## config.mk

```make
export PLATFORM = sky130hd
export DESIGN_NAME = segment_display_scanner
export DESIGN_NICKNAME = d
export VERILOG_FILES = /design/src/rtl/sds_pkg.sv /design/src/rtl/segment_display_scanner.sv /design/src/rtl/sds_ram.sv /design/src/rtl/sds_addr_unit.sv
export SDC_FILE = /design/constraint.sdc
export NUM_CORES = 1
export LEC_CHECK = 0
export ABC_CLOCK_PERIOD_IN_PS = 3900
export BUFFER_PORTS_ARGS = -buffer_cell sky130_fd_sc_hd__buf_2
export CORE_ASPECT_RATIO = 2
export CORE_MARGIN = 3
export CORE_UTILIZATION = 55
export DETAILED_ROUTE_END_ITERATION = 10
export PLACE_DENSITY = 0.74
export SLEW_MARGIN = 40
export SYNTH_ARGS = -nofsm -noshare
export SYNTH_HDL_FRONTEND = slang
export SYNTH_SLANG_ARGS = --single-unit
```

## constraint.sdc

```tcl
create_clock -name clk -period 3.9 [get_ports clk]
set_input_delay 0.78 -clock clk [delete_from_list [all_inputs] [get_ports clk]]
set_output_delay 0.78 -clock clk [all_outputs]
set_load 0.01 [all_outputs]
```

## src/rtl/sds_pkg.sv

```systemverilog
// ----------------------------------------------------------------------------
// sds_pkg
// Shared types and constants for the segment display scanner: request and
// response payloads, operation codes and fixed field widths.
// ----------------------------------------------------------------------------
package sds_pkg;

    localparam int FUNC_W    = 3;
    localparam int POS_W     = 8;
    localparam int CHAR_W    = 8;
    localparam int SEL_ROW_W = 4;
    localparam int SEL_COL_W = 6;
    // row * cols + col: up to 15 * 64 + 63
    localparam int PROD_W    = 11;

    localparam logic [FUNC_W-1:0] FUNC_SCAN    = 3'd0;
    localparam logic [FUNC_W-1:0] FUNC_WRITE   = 3'd1;
    localparam logic [FUNC_W-1:0] FUNC_READ    = 3'd2;
    localparam logic [FUNC_W-1:0] FUNC_SET_DOT = 3'd3;
    localparam logic [FUNC_W-1:0] FUNC_CLR_DOT = 3'd4;
    localparam logic [FUNC_W-1:0] FUNC_REFRESH = 3'd5;

    typedef struct packed {
        logic [FUNC_W-1:0] func;
        logic [POS_W-1:0]  row;
        logic [POS_W-1:0]  column;
        logic [CHAR_W-1:0] char_value;
    } req_t;

    typedef struct packed {
        logic                 ok;
        logic [CHAR_W-1:0]    read_value;
        logic                 drive_active;
        logic [CHAR_W-1:0]    seg_data;
        logic                 dot_on;
        logic [SEL_ROW_W-1:0] sel_row;
        logic [SEL_COL_W-1:0] sel_col;
    } rsp_t;

endpackage

```

## src/rtl/segment_display_scanner.sv

```systemverilog
// ----------------------------------------------------------------------------
// segment_display_scanner
// Double-buffered multiplexed segment display controller with a data RAM,
// a scan framebuffer and a small sequencer around one shared position unit.
// ----------------------------------------------------------------------------
// Usage:
//   Requests arrive on req/req_valid/req_stall; every request gives exactly
//   one response on rsp/rsp_valid/rsp_stall. A request is taken when valid is
//   high and stall is low.
//   Ordinary requests (scan tick, write, read, dot set/clear) go through
//   accept, position compute, RAM access and response load. A refresh
//   copies one cell per cycle through the data RAM read port, and its
//   response is loaded after the copy pass ends. After reset a clearing
//   pass zeroes all RAMs, one cell per cycle; req_stall stays high until
//   it ends. Config (display_enable) is written by cfg_write/cfg_data;
//   the user must write it only while idle; the block does not enforce it.
//   The response register lets the next request be accepted while a
//   response still waits; a new response waits in the sequencer while
//   rsp_stall holds the previous one.
// ----------------------------------------------------------------------------
module segment_display_scanner
    import sds_pkg::*;
#(
    parameter int NUM_ROWS = 4,
    parameter int NUM_COLS = 8
) (
    input  logic clk,
    input  logic rst_n,
    input  logic cfg_write,
    input  logic cfg_data,
    input  logic req_valid,
    output logic req_stall,
    input  req_t req,
    output logic rsp_valid,
    input  logic rsp_stall,
    output rsp_t rsp
);

    localparam int CELLS  = NUM_ROWS * NUM_COLS;
    localparam int ADDR_W = (CELLS > 1) ? $clog2(CELLS) : 1;

    typedef enum logic [6:0] {
        ST_CLEAR    = 7'b0000001,
        ST_IDLE     = 7'b0000010,
        ST_ADDR     = 7'b0000100,
        ST_EXEC     = 7'b0001000,
        ST_COPY     = 7'b0010000,
        ST_COPY_END = 7'b0100000,
        ST_DONE     = 7'b1000000
    } state_t;

    state_t                 state_reg, state_next;
    logic                   enable_reg;
    req_t                   req_reg;
    logic                   inside_reg, inside_next;
    logic [ADDR_W-1:0]      cell_reg, cell_next;
    logic [ADDR_W-1:0]      cnt_reg, cnt_next;
    logic [ADDR_W-1:0]      prev_reg;
    logic                   pend_reg;
    logic                   drive_reg, drive_next;
    logic [SEL_ROW_W-1:0]   scan_row_reg, scan_row_next;
    logic [SEL_COL_W-1:0]   scan_col_reg, scan_col_next;
    logic [SEL_ROW_W-1:0]   sel_row_reg, sel_row_next;
    logic [SEL_COL_W-1:0]   sel_col_reg, sel_col_next;
    logic                   rsp_valid_reg, rsp_valid_next;
    rsp_t                   rsp_reg, rsp_next;

    logic [POS_W-1:0]       au_row, au_col;
    logic                   au_inside;
    logic [ADDR_W-1:0]      au_cell;

    logic                   chars_we, dots_we, frame_we;
    logic [ADDR_W-1:0]      chars_waddr, frame_waddr, data_raddr;
    logic [CHAR_W-1:0]      chars_wdata, chars_rdata;
    logic                   dots_wdata, dots_rdata, data_re;
    logic [CHAR_W:0]        frame_wdata, frame_rdata;
    logic                   frame_re;
    logic                   is_scan, is_clear, is_exec, is_copy;
    logic                   rsp_free;

    assign is_scan  = (req_reg.func == FUNC_SCAN);
    assign is_clear = (state_reg == ST_CLEAR);
    assign is_exec  = (state_reg == ST_EXEC);
    assign is_copy  = (state_reg == ST_COPY);
    assign rsp_free = !(rsp_valid_reg && rsp_stall);

    assign au_row = is_scan ? POS_W'(scan_row_reg) : req_reg.row;
    assign au_col = is_scan ? POS_W'(scan_col_reg) : req_reg.column;

    sds_addr_unit #(
        .NUM_ROWS (NUM_ROWS),
        .NUM_COLS (NUM_COLS),
        .ADDR_W   (ADDR_W)
    ) u_addr (
        .row      (au_row),
        .column   (au_col),
        .in_range (au_inside),
        .cell_idx (au_cell)
    );

    // data RAM: chars and dots
    assign chars_we    = is_clear || (is_exec && req_reg.func == FUNC_WRITE && inside_reg);
    assign chars_waddr = is_clear ? cnt_reg : cell_reg;
    assign chars_wdata = is_clear ? '0 : req_reg.char_value;
    assign dots_we     = is_clear || (is_exec && inside_reg &&
                         (req_reg.func == FUNC_SET_DOT || req_reg.func == FUNC_CLR_DOT));
    assign dots_wdata  = !is_clear && (req_reg.func == FUNC_SET_DOT);
    assign data_re     = is_copy || (is_exec && req_reg.func == FUNC_READ);
    assign data_raddr  = is_copy ? cnt_reg : cell_reg;

    sds_ram #(.DEPTH(CELLS), .ADDR_W(ADDR_W), .WIDTH(CHAR_W)) u_chars (
        .clk   (clk),
        .we    (chars_we),
        .waddr (chars_waddr),
        .wdata (chars_wdata),
        .re    (data_re),
        .raddr (data_raddr),
        .rdata (chars_rdata)
    );

    sds_ram #(.DEPTH(CELLS), .ADDR_W(ADDR_W), .WIDTH(1)) u_dots (
        .clk   (clk),
        .we    (dots_we),
        .waddr (chars_waddr),
        .wdata (dots_wdata),
        .re    (data_re),
        .raddr (data_raddr),
        .rdata (dots_rdata)
    );

    // framebuffer: {dot, char}
    assign frame_we    = is_clear || (is_copy && pend_reg) || (state_reg == ST_COPY_END);
    assign frame_waddr = is_clear ? cnt_reg : prev_reg;
    assign frame_wdata = is_clear ? '0 : {dots_rdata, chars_rdata};
    assign frame_re    = is_exec && is_scan;

    sds_ram #(.DEPTH(CELLS), .ADDR_W(ADDR_W), .WIDTH(CHAR_W + 1)) u_frame (
        .clk   (clk),
        .we    (frame_we),
        .waddr (frame_waddr),
        .wdata (frame_wdata),
        .re    (frame_re),
        .raddr (cell_reg),
        .rdata (frame_rdata)
    );

    always_comb
    begin
        state_next     = state_reg;
        inside_next    = inside_reg;
        cell_next      = cell_reg;
        cnt_next       = cnt_reg;
        drive_next     = drive_reg;
        scan_row_next  = scan_row_reg;
        scan_col_next  = scan_col_reg;
        sel_row_next   = sel_row_reg;
        sel_col_next   = sel_col_reg;
        rsp_valid_next = rsp_valid_reg && rsp_stall;
        rsp_next       = rsp_reg;

        unique case (state_reg)
            ST_CLEAR:
            begin
                cnt_next = cnt_reg + 1'b1;
                if (cnt_reg == ADDR_W'(CELLS - 1))
                begin
                    cnt_next   = '0;
                    state_next = ST_IDLE;
                end
            end
            ST_IDLE:
            begin
                if (req_valid)
                begin
                    state_next = ST_ADDR;
                end
            end
            ST_ADDR:
            begin
                inside_next = au_inside;
                cell_next   = au_cell;
                state_next  = ST_EXEC;
            end
            ST_EXEC:
            begin
                drive_next   = is_scan && enable_reg && inside_reg;
                sel_row_next = scan_row_reg;
                sel_col_next = scan_col_reg;
                cnt_next     = '0;
                state_next   = (req_reg.func == FUNC_REFRESH) ? ST_COPY : ST_DONE;
                if (is_scan && enable_reg && inside_reg)
                begin
                    if (scan_col_reg == SEL_COL_W'(NUM_COLS - 1))
                    begin
                        scan_col_next = '0;
                        scan_row_next = (scan_row_reg == SEL_ROW_W'(NUM_ROWS - 1)) ?
                                        '0 : scan_row_reg + 1'b1;
                    end
                    else
                    begin
                        scan_col_next = scan_col_reg + 1'b1;
                    end
                end
            end
            ST_COPY:
            begin
                cnt_next = cnt_reg + 1'b1;
                if (cnt_reg == ADDR_W'(CELLS - 1))
                begin
                    cnt_next   = '0;
                    state_next = ST_COPY_END;
                end
            end
            ST_COPY_END:
            begin
                state_next = ST_DONE;
            end
            ST_DONE:
            begin
                if (rsp_free)
                begin
                    rsp_next = '0;
                    unique case (req_reg.func)
                        FUNC_SCAN, FUNC_REFRESH: rsp_next.ok = 1'b1;
                        FUNC_WRITE, FUNC_SET_DOT, FUNC_CLR_DOT: rsp_next.ok = inside_reg;
                        FUNC_READ:
                        begin
                            rsp_next.ok         = inside_reg;
                            rsp_next.read_value = inside_reg ? chars_rdata : '0;
                        end
                        default: rsp_next.ok = 1'b0;
                    endcase
                    if (is_scan && drive_reg)
                    begin
                        rsp_next.drive_active = 1'b1;
                        rsp_next.seg_data     = frame_rdata[CHAR_W-1:0];
                        rsp_next.dot_on       = frame_rdata[CHAR_W];
                        rsp_next.sel_row      = sel_row_reg;
                        rsp_next.sel_col      = sel_col_reg;
                    end
                    rsp_valid_next = 1'b1;
                    state_next     = ST_IDLE;
                end
            end
            default:
            begin
                state_next = ST_IDLE;
            end
        endcase
    end

    always_ff @(posedge clk or negedge rst_n)
    begin
        if (!rst_n)
        begin
            state_reg     <= ST_CLEAR;
            enable_reg    <= 1'b0;
            cnt_reg       <= '0;
            pend_reg      <= 1'b0;
            drive_reg     <= 1'b0;
            scan_row_reg  <= '0;
            scan_col_reg  <= '0;
            rsp_valid_reg <= 1'b0;
        end
        else
        begin
            state_reg     <= state_next;
            cnt_reg       <= cnt_next;
            pend_reg      <= is_copy;
            drive_reg     <= drive_next;
            scan_row_reg  <= scan_row_next;
            scan_col_reg  <= scan_col_next;
            rsp_valid_reg <= rsp_valid_next;
            if (cfg_write)
            begin
                enable_reg <= cfg_data;
            end
        end
    end

    always_ff @(posedge clk)
    begin
        if (state_reg == ST_IDLE && req_valid)
        begin
            req_reg <= req;
        end
        inside_reg  <= inside_next;
        cell_reg    <= cell_next;
        prev_reg    <= cnt_reg;
        sel_row_reg <= sel_row_next;
        sel_col_reg <= sel_col_next;
        rsp_reg     <= rsp_next;
    end

    assign req_stall = (state_reg != ST_IDLE);
    assign rsp_valid = rsp_valid_reg;
    assign rsp       = rsp_reg;

endmodule

```

## src/rtl/sds_ram.sv

```systemverilog
// ----------------------------------------------------------------------------
// sds_ram
// Simple dual-port RAM: one write port, one read port with registered data
// that holds while no read is issued.
// ----------------------------------------------------------------------------
module sds_ram #(
    parameter int DEPTH  = 32,
    parameter int ADDR_W = 5,
    parameter int WIDTH  = 8
) (
    input  logic              clk,
    input  logic              we,
    input  logic [ADDR_W-1:0] waddr,
    input  logic [WIDTH-1:0]  wdata,
    input  logic              re,
    input  logic [ADDR_W-1:0] raddr,
    output logic [WIDTH-1:0]  rdata
);

    logic [WIDTH-1:0] mem [DEPTH];
    logic [WIDTH-1:0] rdata_reg;

    always_ff @(posedge clk)
    begin
        if (we)
        begin
            mem[waddr] <= wdata;
        end
        if (re)
        begin
            rdata_reg <= mem[raddr];
        end
    end

    assign rdata = rdata_reg;

endmodule

```

## src/rtl/sds_addr_unit.sv

```systemverilog
// ----------------------------------------------------------------------------
// sds_addr_unit
// Shared position unit: range check and cell index (row * cols + col) for
// both request positions and the scan position.
// ----------------------------------------------------------------------------
module sds_addr_unit
    import sds_pkg::*;
#(
    parameter int NUM_ROWS = 4,
    parameter int NUM_COLS = 8,
    parameter int ADDR_W   = 5
) (
    input  logic [POS_W-1:0]  row,
    input  logic [POS_W-1:0]  column,
    output logic              in_range,
    output logic [ADDR_W-1:0] cell_idx
);

    logic [PROD_W-1:0] prod;

    assign in_range = (row < POS_W'(NUM_ROWS)) && (column < POS_W'(NUM_COLS));
    assign prod     = PROD_W'(row[SEL_ROW_W-1:0]) * PROD_W'(NUM_COLS)
                    + PROD_W'(column[SEL_COL_W-1:0]);
    assign cell_idx = prod[ADDR_W-1:0];

endmodule
```

Word level (Yosys, flattened, before mapping)
Memories as Yosys holds them, arrays and structs flattened. A register that Yosys moved wholly into a read port is not among the register bits.
Index checks and enable logic that the tools add are counted.
{"block": "totals", "regBits": 103, "latch_bits": 0, "ram_bits": 576, "romBits": 0, "out_inout_bits": 31, "word_cells": 111, "n_memories": 3}
{"memory": "u_frame.mem", "depth": 32, "word_bits": 9, "read_ports": 1, "rd_ports_with_merged_regs": 1, "write_ports": 1, "line": "sds_ram.sv:20", "text": "logic [WIDTH-1:0] mem [DEPTH];"}
{"memory": "u_chars.mem", "depth": 32, "word_bits": 8, "read_ports": 1, "rd_ports_with_merged_regs": 1, "write_ports": 1, "line": "sds_ram.sv:20"}
{"memory": "u_dots.mem", "depth": 32, "word_bits": 1, "read_ports": 1, "rd_ports_with_merged_regs": 1, "write_ports": 1, "line": "sds_ram.sv:20"}
{"block": "classes", "add_sub_neg": 4, "n_mul": 0, "div_mod_pow": 0, "order_cmp": 2, "n_eq_ne": 20, "shift": 0, "n_mux": 26, "n_bitwise": 1, "reduce_logical": 31}
{"operator": "7-bit one-hot mux with 7 select lines", "count": 1}
{"operator": "7-bit 2-to-1 mux", "count": 5}
{"operator": "8-bit 2-to-1 mux", "count": 3}
{"operator": "20-bit 2-to-1 mux", "count": 1}
{"operator": "5-bit 2-to-1 mux", "count": 4}
{"operator": "1-bit logical AND", "count": 14}
{"operator": "5-bit one-hot mux with 2 select lines", "count": 1}
{"operator": "9-bit 2-to-1 mux", "count": 1}
{"operator": "8-bit by 3-bit less-than comparator with 1-bit output (second input constant)", "count": 1}
{"operator": "8-bit by 4-bit less-than comparator with 1-bit output (second input constant)", "count": 1}
{"operator": "7-bit by 1-bit equality test with 1-bit output (second input constant)", "count": 1}
{"operator": "7-bit by 2-bit equality test with 1-bit output (second input constant)", "count": 1}
{"operator": "7-bit by 3-bit equality test with 1-bit output (second input constant)", "count": 1}
{"operator": "7-bit by 4-bit equality test with 1-bit output (second input constant)", "count": 1}
{"operator": "7-bit by 5-bit equality test with 1-bit output (second input constant)", "count": 1}
{"operator": "7-bit by 6-bit equality test with 1-bit output (second input constant)", "count": 1}
{"operator": "7-bit equality test (second input constant)", "count": 1}
{"operator": "1-bit 2-to-1 mux", "count": 7}
{"operator": "7-bit by 2-bit != test with 1-bit output (second input constant)", "count": 1}
{"operator": "6-bit by 1-bit adder with 6-bit output (second input constant)", "count": 1}
{"operator": "3-bit by 2-bit equality test with 1-bit output (second input constant)", "count": 2}
{"operator": "3-bit equality test (second input constant)", "count": 2}
{"operator": "6-bit by 3-bit equality test with 1-bit output (second input constant)", "count": 1}
{"operator": "1-bit logical OR", "count": 6}
{"operator": "20 further kinds", "count": 25}

Depth between registers and ports, before layout
{"block": "logic_depth", "ltp_word": 6, "depth_mapped": 10, "ltp_nobuf": 7}

Modules after synthesis
A second synthesis with hierarchy kept.
{"block": "hier_totals", "cells_unflattened": 1325, "hier_area_um2": 27466.3}
{"module": "sds_ram (u_frame)", "instances": 1, "cells_each": 463, "area_each_um2": 11372.2}
{"module": "sds_ram (u_chars)", "instances": 1, "cells_each": 417, "area_each_um2": 10133.5}
{"module": "segment_display_scanner", "instances": 1, "cells_each": 315, "area_each_um2": 4356.7}
{"module": "sds_ram (u_dots)", "instances": 1, "cells_each": 120, "area_each_um2": 1527.7}
{"module": "sds_addr_unit", "instances": 1, "cells_each": 10, "area_each_um2": 76.3}

Worst setup path after synthesis
Ideal clock, no wire load.
{"block": "synth_timing", "kind": "register to register", "from": "register state_reg[6]", "to": "register req_reg[0] (netlist bit), enable pin", "arrival_time_ns": 2.952, "required_ns": 3.489, "path_slack_ns": 0.537, "stages_incl_launch_ff": 7, "n_path_buf": 2, "synth_period_minus_slack_ns": 3.363, "path_cell_list": "dfrtp_1 buf_4 or3_4 or3_1 or3b_2 clkbuf_1 nor2_1"}
{"block": "synth_between", "elab_chain_cells": 2}
{"item": "start, declared", "line": "segment_display_scanner.sv:52", "text": "state_t state_reg, state_next;"}
{"item": "start signal, assigned", "line": "segment_display_scanner.sv:267", "text": "state_reg <= state_next;"}
{"item": "7-bit by 2-bit equality test with 1-bit output", "line": "segment_display_scanner.sv:283", "text": "if (state_reg == ST_IDLE && req_valid)"}
{"item": "1-bit logical AND", "line": "segment_display_scanner.sv:283"}
{"item": "end signal, assigned", "line": "segment_display_scanner.sv:285", "text": "req_reg <= req;"}
{"item": "end, declared", "line": "segment_display_scanner.sv:54", "text": "req_t req_reg;"}
Every way passes these cells.
A chain may end at the register's enable or synchronous reset.

Worst setup path after layout
{"block": "layout_timing", "from": "register state_reg[5]", "to": "memory u_frame.mem[10][0] (netlist bit), enable pin"}
{"block": "layout_between", "elab_chain_cells": 6}
{"item": "7-bit by 5-bit equality test with 1-bit output", "line": "segment_display_scanner.sv:84", "text": "assign is_copy = (state_reg == ST_COPY);"}
{"item": "1-bit logical AND", "line": "segment_display_scanner.sv:132", "text": "assign frame_we = is_clear || (is_copy && pend_reg) || (state_reg == ST_COPY_END);"}
{"item": "1-bit logical OR (2 in series)", "line": "segment_display_scanner.sv:132"}
{"item": "1-bit 2-to-1 mux", "line": "sds_ram.sv:25", "text": "if (we)"}
{"item": "1-bit 2-to-1 mux (implied by the code)", "line": "sds_ram.sv:27", "text": "mem[waddr] <= wdata;"}
{"item": "end, declared", "line": "sds_ram.sv:20"}
Parallel ways exist; a longest one is shown, timed or not.

==> qor.tcl <==
set qor(place_congestion) 0.931
set qor(critical_path.n_buffers_inverters) 1
set qor(clkTransAtPathRegs_ns) 0.07
set qor(boundaryPins) 64
set qor(clock-sinks) 697
set qor(cts_setup_buffers) 0
set qor(placementRows) 116
set qor(outcome) {completed}
set qor(crit_chain) {or3_4 > or4_1 > buf_4 > mux2i_2 > nand2b_1 > nor2_1}
set qor(largest_net_degree_at_the_start_of_global_routing) 73
set qor(synth.ff_latch_count) 697
set qor(antenna_found_initial) 0
set qor(async_flop_share_pct) 3.73
set qor(timing.rr.start) {state_reg[5]}
set qor(layout-drive-gt1-share_pct) 22.5
set qor(primary_flip_flop_cell_chosen_by_synthesis_mapping) {sky130_fd_sc_hd__edfxtp_1}
set qor(fin_skew_ns) 0.0136
set qor(grt.total_usage_pct) 25.3
set qor(slew-limit-headroom_pct) 44.9
set qor(grt.overflow.total) 0
set qor(initial_utilization_pct) 56.0
set qor(flip_flop_count_of_the_largest_register_after_layout) 288
set qor(synth_top_cells_by_area) {sky130_fd_sc_hd__edfxtp_1, sky130_fd_sc_hd__mux4_2, sky130_fd_sc_hd__a211o_1}
set qor(max_slew.worst_pin.slew_ns) 0.824
set qor(grt_pass1_wl_um) 102000
set qor(path_delay_family) {simple AND/OR/NAND/NOR gates}
set qor(cts_tree) {yes}
set qor(period_share_pct) 95.4
set qor(crit_arrival_ns) 3.95
set qor(cts_resized) 0
set qor(die_area_sq_um) 54300
set qor(ff2ff_setup_slack_ns) 0.18
set qor(post_route_wl_um) 69100
set qor(io_buffers) 63
set qor(power.switching_fraction_pct) 24.8
set qor(timing.critical_path.required_ns) 4.13
set qor(cts_inserted_buffers) 54
set qor(viasPerCell) 6.40
set qor(synth_cell_type_count) 73
set qor(first_iter_violations) 1445
set qor(drv_cap) 0
set qor(worst-path-max-fanout) 24
set qor(synth_largest_type_area_fraction_pct) 70.7
set qor(ctsRootBufferMaster) {sky130_fd_sc_hd__clkbuf_16}
set qor(die_h_um) 327
set qor(pwr-share-seq_pct) 52.5
set qor(report.power.total_mw) 16.4
set qor(cp_slowest_stage_delay_ns) 0.74
set qor(via_count) 15600
set qor(place.detailed.hpwl_um) 47400
set qor(fmax_mhz) 269
set qor(power.clock.fraction_pct) 34.3
set qor(netlist_instances) 1637
set qor(finalHoldViolCount) 0
set qor(ant_nets) 0
set qor(power_per_cell_area_nw_per_um2) 519
set qor(hold_class) {in -> async}
set qor(grt_setup_unrepaired) {yes}
set qor(p_switching_mw) 4.06
set qor(chipWidth_um) 166
set qor(synth_top_cell_by_area) {sky130_fd_sc_hd__edfxtp_1}
set qor(crit_type) {reg -> reg}
set qor(fp.coreArea_sq_um) 50500
set qor(synthTopCellsByCount) {sky130_fd_sc_hd__edfxtp_1, sky130_fd_sc_hd__and3_1, sky130_fd_sc_hd__a211o_1}
set qor(clock_tree.buffer_depth) 3
set qor(largestRegisters) {u_frame.mem: 288 flops, u_chars.mem: 256 flops, u_dots.mem: 32 flops}
set qor(cts.htree.levels) 2
set qor(postSynthAreaPerCell_sq_um) 17.3
set qor(setup_viol) 0
set qor(post-route-util_pct) 62.5
set qor(numPlacedInstances) 2343
set qor(finalNonFillerCells) 2441
set qor(share_comb_of_total_power_pct) 13.1
set qor(antenna_cells) 0
set qor(max-vdd-ir-drop_uv) 601
set qor(finalMaxSlewViolations) 0
set qor(timing.critical_path.to_type) {flip-flop}
set qor(yosysMostFrequentCell) {sky130_fd_sc_hd__edfxtp_1}
set qor(leakagePower_nw) 10.7
set qor(crit_path_start_kind) {flip-flop}
set qor(worstSkewPairLatency_ns) 0.60
set qor(cts_hold_buffers) 0
set qor(post_layout_min_period_ns) 3.72
set qor(synth_fp_nets) 1675
set qor(first_global_vias) 16200
set qor(synthToLayoutAreaGrowth_pct) 11.7
set qor(worstReg2RegEnd) {u_frame.mem[10][0]}
set qor(wl_per_cell_um) 28.3
set qor(worst_r2r_path_depth) 6
set qor(detail_route.first_pass.iterations) 7
set qor(crit_slowest_cell) {sky130_fd_sc_hd__or4_1}
set qor(cellInternalPower_mw) 12.3
set qor(synth-edff-count) 666
set qor(top_register) {u_frame.mem}
set qor(post-route-drc-count) 0
set qor(mappedNetlistArea_sq_um) 28300
set qor(yosysWarningCount) 0
set qor(synth_seq_area_share_pct) 73.4
set qor(finish.net_count) 1788
## per-layer routing
metal	global-route usage, %	share of wire, %	vias to the layer above
li1	-	-	6792
met1	25.0	31	8021
met2	49.6	57	616
met3	3.00	4.6	183
met4	15.2	7.0	0
met5	0	0	-
## how the worst max path moves through the flow
stage	startpoint	end	slack (ns)	depth (start not counted)
5_1_grt	state_reg[5]	u_frame.mem[9][5]	-0.03	6
6_report	state_reg[5]	u_frame.mem[10][0]	0.18	6
3_3_place_gp	state_reg[5]	u_frame.mem[22][1]	0.38	6
4_1_cts	state_reg[5]	u_frame.mem[10][8]	0.23	6
3_5_place_dp	state_reg[5]	u_frame.mem[21][8]	0.23	6
2_1_floorplan	state_reg[6]	req_reg[0]	0.54	6
## kinds of logic (layout without fill, tap and decap cells)
| group | Yosys count | count (layout) | share of synthesized area (%) |
|---|---|---|---|
| XOR/XNOR | 7 | 7 | 0.217 |
| adder cells (fa/ha/maj) | 5 | 5 | 0.221 |
| AND/OR/NAND/NOR | 456 | 456 | 8.91 |
| AO/OA/AOI/OAI | 243 | 243 | 7.50 |
| multiplexers | 104 | 104 | 7.73 |
| flip-flops | 697 | 697 | 73.4 |
| buffers and inverters | 125 | 280 | 2.03 |
## layout by cell type, fill, tap and decap left out, drive strengths merged, types with 3 or more instances in the layout
| master | netlist | routed |
|---|---|---|
| edfxtp | 666 | 666 |
| buf | 47 | 169 |
| and3 | 166 | 166 |
| a211o | 144 | 144 |
| nor2 | 119 | 119 |
| mux4 | 90 | 90 |
| clkbuf | 65 | 72 |
| nand2 | 59 | 59 |
| a41oi | 36 | 36 |
| and2 | 27 | 27 |
| dfrtp | 25 | 25 |
| clkinv | 2 | 17 |
| o21ai | 16 | 16 |
| a31oi | 16 | 16 |
| nor4 | 15 | 15 |
| inv | 11 | 14 |
| nand2b | 12 | 12 |
| a21oi | 12 | 12 |
| mux2 | 11 | 11 |
| nor3 | 11 | 11 |
| nand3 | 10 | 10 |
| nor3b | 9 | 9 |
| or2 | 9 | 9 |
| xnor2 | 6 | 6 |
| ha | 5 | 5 |
| dfxtp | 5 | 5 |
| nor2b | 4 | 4 |
| clkinvlp | 0 | 4 |
| bufinv | 0 | 4 |
| or4 | 3 | 3 |
| a211oi | 3 | 3 |
| nand4 | 3 | 3 |
| or3 | 3 | 3 |
| o31ai | 3 | 3 |
| mux2i | 3 | 3 |
## area by class of cell
type | count | area (sq um)
multi-input cells | 815 | 7000
repair buffers | 169 | 1150
inverters | 13 | 53.8
fillers | 3545 | 18900
well taps | 649 | 812
clock buffers | 72 | 1540
flip-flops and latches | 697 | 20800
clock inverters | 26 | 267
## per-stage QoR
step                hold WS (ns)  TNS [ns]  worst slack, ns  cell area [sq um]
floorplan                  0.345         0            0.537              28300
global placement           0.479         0            0.380              29700
detailed placement         0.492         0            0.230              29800
CTS                        0.188         0            0.228              31600
global route               0.221    -0.465          -0.0327              31600
finish                     0.197         0            0.181              31600
## worst register-to-register path: stages (launching register included)
cell and delay [ns]:
sky130_fd_sc_hd__dfrtp_1 0.46, sky130_fd_sc_hd__or3_4 0.43, sky130_fd_sc_hd__or4_1 0.74, sky130_fd_sc_hd__buf_4 0.34
sky130_fd_sc_hd__mux2i_2 0.46, sky130_fd_sc_hd__nand2b_1 0.23, sky130_fd_sc_hd__nor2_1 0.68
## power by group through the flow
stage	sequential [mW]	combinational (mW)	clock, mW
6_report	8.61	2.15	5.63
5_1_grt	8.62	2.28	5.95
4_1_cts	8.61	2.15	5.70
3_5_place_dp	8.78	2.14	0
3_3_place_gp	8.77	2.09	0
2_1_floorplan	8.71	1.42	0
No activity file was read; power rests on OpenSTA's default activity.
